## src/sv/sssc_pkg.sv

```systemverilog
// Package for the stack-sortable sequence checker.
// Holds the field widths and the sequencer state type; depends on nothing.
`default_nettype none

package sssc_pkg;

	// Width of one sequence value and of the expected-next counter.
	localparam int unsigned VALUE_W = 16;
	localparam int unsigned EXP_W   = VALUE_W + 1;

	typedef enum logic [2:0] {
		ST_IDLE,
		ST_TAKE,
		ST_POP_WAIT,
		ST_FINAL,
		ST_EMIT
	} state_t;

endpackage

`default_nettype wire

```

## src/sv/stack_sortable_sequence_check.sv

```systemverilog
// Top level of the stack-sortable sequence checker: sequencer, stack memory and registers.
// Depends on sssc_pkg for widths and the sequencer state type.
`default_nettype none

// The block takes the values of a run one request at a time on the value channel and
// decides whether the run can be emitted as 1, 2, ..., n through a single auxiliary stack,
// where n is the sequence_length register. A value equal to the expected one passes; any
// other value first drains matching tops from the stack, then fails the run if the top is
// smaller, else is pushed. The request marked last drains the stack and produces one result
// request carrying sortable and stack_overflowed; after that the run state returns to its
// reset values while sequence_length is kept. After a failure the rest of the run is ignored.
// A push into a full stack (STACK_DEPTH entries) is dropped and reported in stack_overflowed.
// Steps: a value that passes, is pushed, fails or overflows is accepted in the idle state,
// then evaluated. Every pop that leaves the stack non-empty adds a wait state, since the
// new top of stack has to be fetched from the stack memory, whose read data is registered,
// and then a fresh evaluation; the pop that empties the stack adds only the evaluation. The
// last request adds the final check of the stack and the verdict, plus any wait for the
// result register to be free. The next value can be accepted while a verdict still waits
// on the result channel. sequence_length may only be written while no run is in progress.
module stack_sortable_sequence_check #(
	parameter int unsigned STACK_DEPTH = 128
) (
	input  wire                              clk,
	input  wire                              arst_n,
	// Configuration: n, the length of the run.
	input  wire                              sequence_length_we,
	input  wire  [sssc_pkg::VALUE_W-1:0]     sequence_length_wdata,
	// Input requests.
	input  wire                              value_valid,
	output logic                             value_stall,
	input  wire  [sssc_pkg::VALUE_W-1:0]     value,
	input  wire                              last,
	// Result requests.
	output logic                             result_valid,
	input  wire                              result_stall,
	output logic                             sortable,
	output logic                             stack_overflowed
);

	localparam int unsigned AW = (STACK_DEPTH > 1) ? $clog2(STACK_DEPTH) : 1;
	localparam int unsigned CW = $clog2(STACK_DEPTH + 1);
	localparam int unsigned VW = sssc_pkg::VALUE_W;
	localparam int unsigned EW = sssc_pkg::EXP_W;

	// The stack itself; only entries below the fill count are ever read.
	logic [VW-1:0] stack_mem [STACK_DEPTH];
	logic [VW-1:0] rd_data_q;

	sssc_pkg::state_t state_q, state_d;
	sssc_pkg::state_t ret_q, ret_d;

	logic [VW-1:0] length_q;
	logic [VW-1:0] value_q;
	logic          last_q;
	logic [VW-1:0] top_q, top_d;
	logic [CW-1:0] count_q, count_d;
	logic [EW-1:0] exp_q, exp_d;
	logic          failed_q, failed_d;
	logic          ovf_q, ovf_d;
	logic          draining_q, draining_d;
	logic          res_valid_q, res_valid_d;
	logic          res_sortable_q, res_sortable_d;
	logic          res_ovf_q, res_ovf_d;

	logic          mem_we;
	logic [AW-1:0] mem_waddr;
	logic          mem_re;
	logic [AW-1:0] mem_raddr;

	logic          accept;
	logic          stack_empty;
	logic          stack_full;
	logic          top_is_exp;
	logic          slot_free;
	logic [CW-1:0] count_dec;

	assign accept      = value_valid && !value_stall;
	assign stack_empty = (count_q == '0);
	assign stack_full  = (count_q == CW'(STACK_DEPTH));
	assign top_is_exp  = ({1'b0, top_q} == exp_q);
	assign slot_free   = !res_valid_q || !result_stall;
	assign count_dec   = count_q - CW'(1);

	// Only one request is worked on at a time; the input side waits outside the idle state.
	assign value_stall      = (state_q != sssc_pkg::ST_IDLE);
	assign result_valid     = res_valid_q;
	assign sortable         = res_sortable_q;
	assign stack_overflowed = res_ovf_q;

	// Stack memory: one write port, one read port with registered data.
	always_ff @(posedge clk) begin
		if (mem_we) begin
			stack_mem[mem_waddr] <= value_q;
		end
		if (mem_re) begin
			rd_data_q <= stack_mem[mem_raddr];
		end
	end

	always_ff @(posedge clk or negedge arst_n) begin
		if (!arst_n) begin
			state_q        <= sssc_pkg::ST_IDLE;
			ret_q          <= sssc_pkg::ST_TAKE;
			length_q       <= '0;
			count_q        <= '0;
			exp_q          <= EW'(1);
			failed_q       <= 1'b0;
			ovf_q          <= 1'b0;
			draining_q     <= 1'b0;
			res_valid_q    <= 1'b0;
		end else begin
			state_q     <= state_d;
			ret_q       <= ret_d;
			count_q     <= count_d;
			exp_q       <= exp_d;
			failed_q    <= failed_d;
			ovf_q       <= ovf_d;
			draining_q  <= draining_d;
			res_valid_q <= res_valid_d;
			if (sequence_length_we) begin
				length_q <= sequence_length_wdata;
			end
		end
	end

	// Payload registers need no reset.
	always_ff @(posedge clk) begin
		if (accept) begin
			value_q <= value;
			last_q  <= last;
		end
		top_q          <= top_d;
		res_sortable_q <= res_sortable_d;
		res_ovf_q      <= res_ovf_d;
	end

	always_comb begin
		state_d        = state_q;
		ret_d          = ret_q;
		top_d          = top_q;
		count_d        = count_q;
		exp_d          = exp_q;
		failed_d       = failed_q;
		ovf_d          = ovf_q;
		draining_d     = draining_q;
		res_valid_d    = res_valid_q && result_stall;
		res_sortable_d = res_sortable_q;
		res_ovf_d      = res_ovf_q;
		mem_we         = 1'b0;
		mem_waddr      = count_q[AW-1:0];
		mem_re         = 1'b0;
		mem_raddr      = count_dec[AW-1:0] - AW'(1);

		case (state_q)
			sssc_pkg::ST_IDLE: begin
				if (accept) begin
					draining_d = 1'b0;
					state_d    = sssc_pkg::ST_TAKE;
				end
			end

			sssc_pkg::ST_TAKE: begin
				state_d = last_q ? sssc_pkg::ST_FINAL : sssc_pkg::ST_IDLE;
				if (failed_q) begin
					// The rest of a failed run is ignored.
				end else if (!draining_q && ({1'b0, value_q} == exp_q)) begin
					exp_d = exp_q + EW'(1);
				end else if (!stack_empty && top_is_exp) begin
					// Pop a matching top and look again at the new one.
					count_d    = count_dec;
					exp_d      = exp_q + EW'(1);
					draining_d = 1'b1;
					if (count_dec != '0) begin
						mem_re  = 1'b1;
						ret_d   = sssc_pkg::ST_TAKE;
						state_d = sssc_pkg::ST_POP_WAIT;
					end else begin
						state_d = sssc_pkg::ST_TAKE;
					end
				end else if (!stack_empty && (top_q < value_q)) begin
					failed_d = 1'b1;
				end else if (stack_full) begin
					ovf_d = 1'b1;
				end else begin
					mem_we  = 1'b1;
					top_d   = value_q;
					count_d = count_q + CW'(1);
				end
			end

			sssc_pkg::ST_POP_WAIT: begin
				top_d   = rd_data_q;
				state_d = ret_q;
			end

			sssc_pkg::ST_FINAL: begin
				if (failed_q || stack_empty) begin
					state_d = sssc_pkg::ST_EMIT;
				end else if (!top_is_exp) begin
					failed_d = 1'b1;
					state_d  = sssc_pkg::ST_EMIT;
				end else begin
					count_d = count_dec;
					exp_d   = exp_q + EW'(1);
					if (count_dec != '0) begin
						mem_re  = 1'b1;
						ret_d   = sssc_pkg::ST_FINAL;
						state_d = sssc_pkg::ST_POP_WAIT;
					end
				end
			end

			sssc_pkg::ST_EMIT: begin
				if (slot_free) begin
					res_valid_d    = 1'b1;
					res_sortable_d = !failed_q && (exp_q == ({1'b0, length_q} + EW'(1)));
					res_ovf_d      = ovf_q;
					// Start a fresh run; the length register is kept.
					count_d        = '0;
					exp_d          = EW'(1);
					failed_d       = 1'b0;
					ovf_d          = 1'b0;
					state_d        = sssc_pkg::ST_IDLE;
				end
			end

			default: begin
				state_d = sssc_pkg::ST_IDLE;
			end
		endcase
	end

endmodule

`default_nettype wire

```

## config.mk

```make
export PLATFORM = sky130hd
export DESIGN_NAME = stack_sortable_sequence_check
export DESIGN_NICKNAME = d
export VERILOG_FILES = /design/src/sv/sssc_pkg.sv /design/src/sv/stack_sortable_sequence_check.sv
export SDC_FILE = /design/constraint.sdc
export NUM_CORES = 2
export LEC_CHECK = 0
export BUFFER_PORTS_ARGS = -buffer_cell sky130_fd_sc_hd__buf_2
export CORE_AREA = 4 4 378 380
export CTS_BUF_LIST = sky130_fd_sc_hd__clkbuf_8
export DETAILED_ROUTE_END_ITERATION = 8
export DIE_AREA = 0 0 382 384
export GPL_ROUTABILITY_DRIVEN = 0
export HOLD_SLACK_MARGIN = 0.06
export PLACE_DENSITY = 0.78
export SETUP_SLACK_MARGIN = 0.05
export SYNTH_ARGS = -nofsm -noshare
export SYNTH_HDL_FRONTEND = slang
export SYNTH_SLANG_ARGS = --single-unit
```

## constraint.sdc

```tcl
create_clock -name clk -period 5.75 [get_ports clk]
set_input_delay 0.575 -clock clk [delete_from_list [all_inputs] [get_ports clk]]
set_output_delay 0.575 -clock clk [all_outputs]
set_load 0.02 [all_outputs]
```

==> results.md <==
- Status: finished, final reports clean
- Leading area contributor after synthesis: edfxtp_1
- Number of nets in the layout: 4403
- Post-synth EDFFs: 2099
- Worst-skew pair later-pin latency: 1.03 ns
- Yosys warns: 0
- First-pass GRT wire length: 293000 um
- Syn nets: 3959
- Postcts setup bufs: 0
- Yosys reg bits: 2148
- Period utilization: 81.3%
- Setup CP Type: flop to flop
- Layout area overhead: 12.0%
- Total track usage: 27.5%
- Highest metal used: met5
- Antenna Violating Nets Remaining: 0
- Most frequent cells after synthesis: edfxtp_1, mux4_2, nand2_1
- Synth Instances: 3897
- Die area: 147000 um2
- Most frequent cell after synthesis: edfxtp_1
- Met2 Wirelength: 95700 um
- Die Y-Extent: 384 um
- Initial Util: 60.9%
- FMAX: 0.214 GHz
- Total number of vias: 42.8k
- Critical Path RT: 6.49 ns
- P_leak: 30.7 nW
- Synth unique cells: 84
- Dominant cells by area after synthesis: edfxtp_1, mux4_2, dfrtp_1, nand2_1, nor2_1
- Pre-CTS setup slack: 1.15 ns
- Post-Route Skew: 0.0718 ns
- Max_slew headroom: 22.4%
- CTS root buf: clkbuf_8
- Routed metal-1 wirelength: 73200 um
- Max_cap viols: 0
- Core Area: 139000 um2
- Initial DRC Count: 6077
- Min cycle time layout: 4.67 ns
- CP max FO: 27
- Ys flop type: edfxtp_1
- Reg-to-Reg Start: count_q[0]
- Fin. Hold Viols: 0
- RSZ-0062 raised after global routing: false
- Routed wl met3: 22600 um
- # port buffers: 41
- Vias in the first global route: 43.4k
- Final WS setup: 1.08 ns
- Via-to-Cell Ratio: 6.63
- Endpoints failing setup: 0
- Row cnt: 137
- TNS Setup: 0 ns
- Layout cell share with drive strength beyond 1: 29.4%
- DRT Pass-1 Iters: 6
- Reg2Reg Depth: 9
- Post-synthesis sequential area ratio: 75.8%
- Arrival time worst endpoint: 5.41 ns
- Reg2reg end: rd_data_q[5]
- Initial antenna violation count: 3
- Hold WC Path Type: primary input to asynchronous set/reset pin
- Pin count of the biggest net entering global routing: 131
- Post-DP HPWL: 115000 um
- Sink Count: 2148
- Type of destination of the critical path: flop
- Reg clk slew, reported paths: 0.07 ns
- Drt drc: 0
- Post-Route WL: 198000 um
- Die Wd: 382 um
- Syn Area/Cell: 21.8 um2
- H-tree levels: 5
- Count of pins over their slew limit: 0
- Worst slew pin tran: 1.16 ns
- Io pins: 42
- CTS max path bufs: 4
- CTS tree: yes
- CP Launch Type: flop
- Grt ovf: 0
- CTS Buf Count: 341
- Peak VDD IR: 1100 uV
- Post-synth top area share: 74.3%
- Async S/R FF share, synth: 2.28%
- Avg WL per Cell: 30.7 um
- Reg2Reg Setup Slack: 1.08 ns
- Post-synthesis cell area: 84800 um2
- Power per cell area: 538 nW/um2
[worst max path at each step]
stage	cells past startpoint	slack [ns]	endpoint	start
floorplan	11	1.02	stack_mem[89][0]	value_q[2]
detailed placement	7	1.15	rd_data_q[12]	count_q[0]
global route	7	0.80	rd_data_q[12]	count_q[0]
CTS	7	1.09	rd_data_q[12]	count_q[0]
global placement	7	1.15	rd_data_q[12]	count_q[0]
finish	9	1.08	rd_data_q[5]	count_q[0]
[through the flow]
step | total power, mW | hold WS (ns) | std cells | cell area (um2) | util [%]
2_1_floorplan | 32.7 | 0.279 | 3897 | 84800 | -
3_3_place_gp | 38.8 | 0.445 | 5822 | 88300 | 63.4
3_5_place_dp | 39.1 | 0.446 | 5822 | 88300 | 63.4
4_1_cts | 51.2 | 0.166 | 6453 | 95000 | 68.3
5_1_grt | 53.1 | 0.234 | 6454 | 95000 | 68.3
6_report | 51.1 | 0.234 | 6455 | 95000 | 68.3
[kinds of logic after synthesis]
| family | count (synthesis) | synth area share [%] |
|---|---|---|
| simple gates | 523 | 2.97 |
| buf+inv | 244 | 1.37 |
| mux | 678 | 17.1 |
| compound gates | 221 | 1.84 |
| fa+ha+maj | 24 | 0.354 |
| flops | 2148 | 75.8 |
| xor+xnor | 59 | 0.609 |
[area by class of cell]
cell class	count	area (um2)
clock inverter	229	1400
inverter	27	101
multi-input combinational	1505	19500
fill	8197	44200
antenna	2	5.00
tap	1876	2350
sequential	2148	64300
clock buffer	350	4820
timing repair buffer	318	2630
[power breakdown]
| part | switching (mW) | internal, mW | total (mW) | leakage (nW) |
|---|---|---|---|---|
| logic | 11.6 | 8.89 | 20.5 | 7.67 |
| clock network | 5.66 | 6.39 | 12.1 | 3.53 |
| registers | 0.347 | 18.2 | 18.6 | 19.5 |
[sequential cells by signal (all words and copies together) (netlist names)]
register / cells
count_q: 8
exp_q: 17
draining_q: 1
stack_mem: 2048
stack_overflowed: 1
length_q: 16
rd_data_q: 16
value_q: 16
top_q: 16
sortable: 1
last_q: 1
ovf_q: 1
result_valid: 1
failed_q: 1
ret_q: 1
state_q: 3
[layer usage]
metal | up-vias | global-route usage (%)
li1 | 17276 | -
met1 | 22247 | 39.6
met2 | 2924 | 42.4
met3 | 377 | 6.37
met4 | 2 | 9.96
met5 | - | 0
[placed cells by master, fill, tap and decap left out, types with 11 or more instances in the layout]
cell / count
dlygate4sd3_1: 52
inv_1: 123
mux2_2: 21
buf_12: 17
clkinv_1: 74
o32a_1: 13
nand2_1: 183
nor2_1: 180
a32o_1: 11
dfrtp_1: 47
xnor2_1: 29
xor2_1: 26
o21ai_0: 27
nand3_1: 32
clkbuf_8: 350
mux2i_1: 41
buf_4: 208
edfxtp_1: 2099
bufinv_16: 17
ha_1: 22
clkinv_2: 30
mux4_2: 615
buf_2: 41
and3_1: 15
a21oi_1: 59
o31ai_1: 19
nand4_1: 18
[what timing repair did]
item	in CTS	in global routing
resized for setup	0	0
hold buffers	52	0
endpoints found under the hold margin	86	0
[critical path: stages (launching register included)]
cell,delay [ns]
dfrtp_4,0.81
inv_1,0.35
ha_4,0.29
xnor2_1,0.32
a41oi_1,0.37
xnor2_2,0.66
buf_4,0.35
mux4_2,0.53
o2111ai_1,0.56
a22oi_1,0.13
No activity file was read; power rests on OpenSTA's default activity.
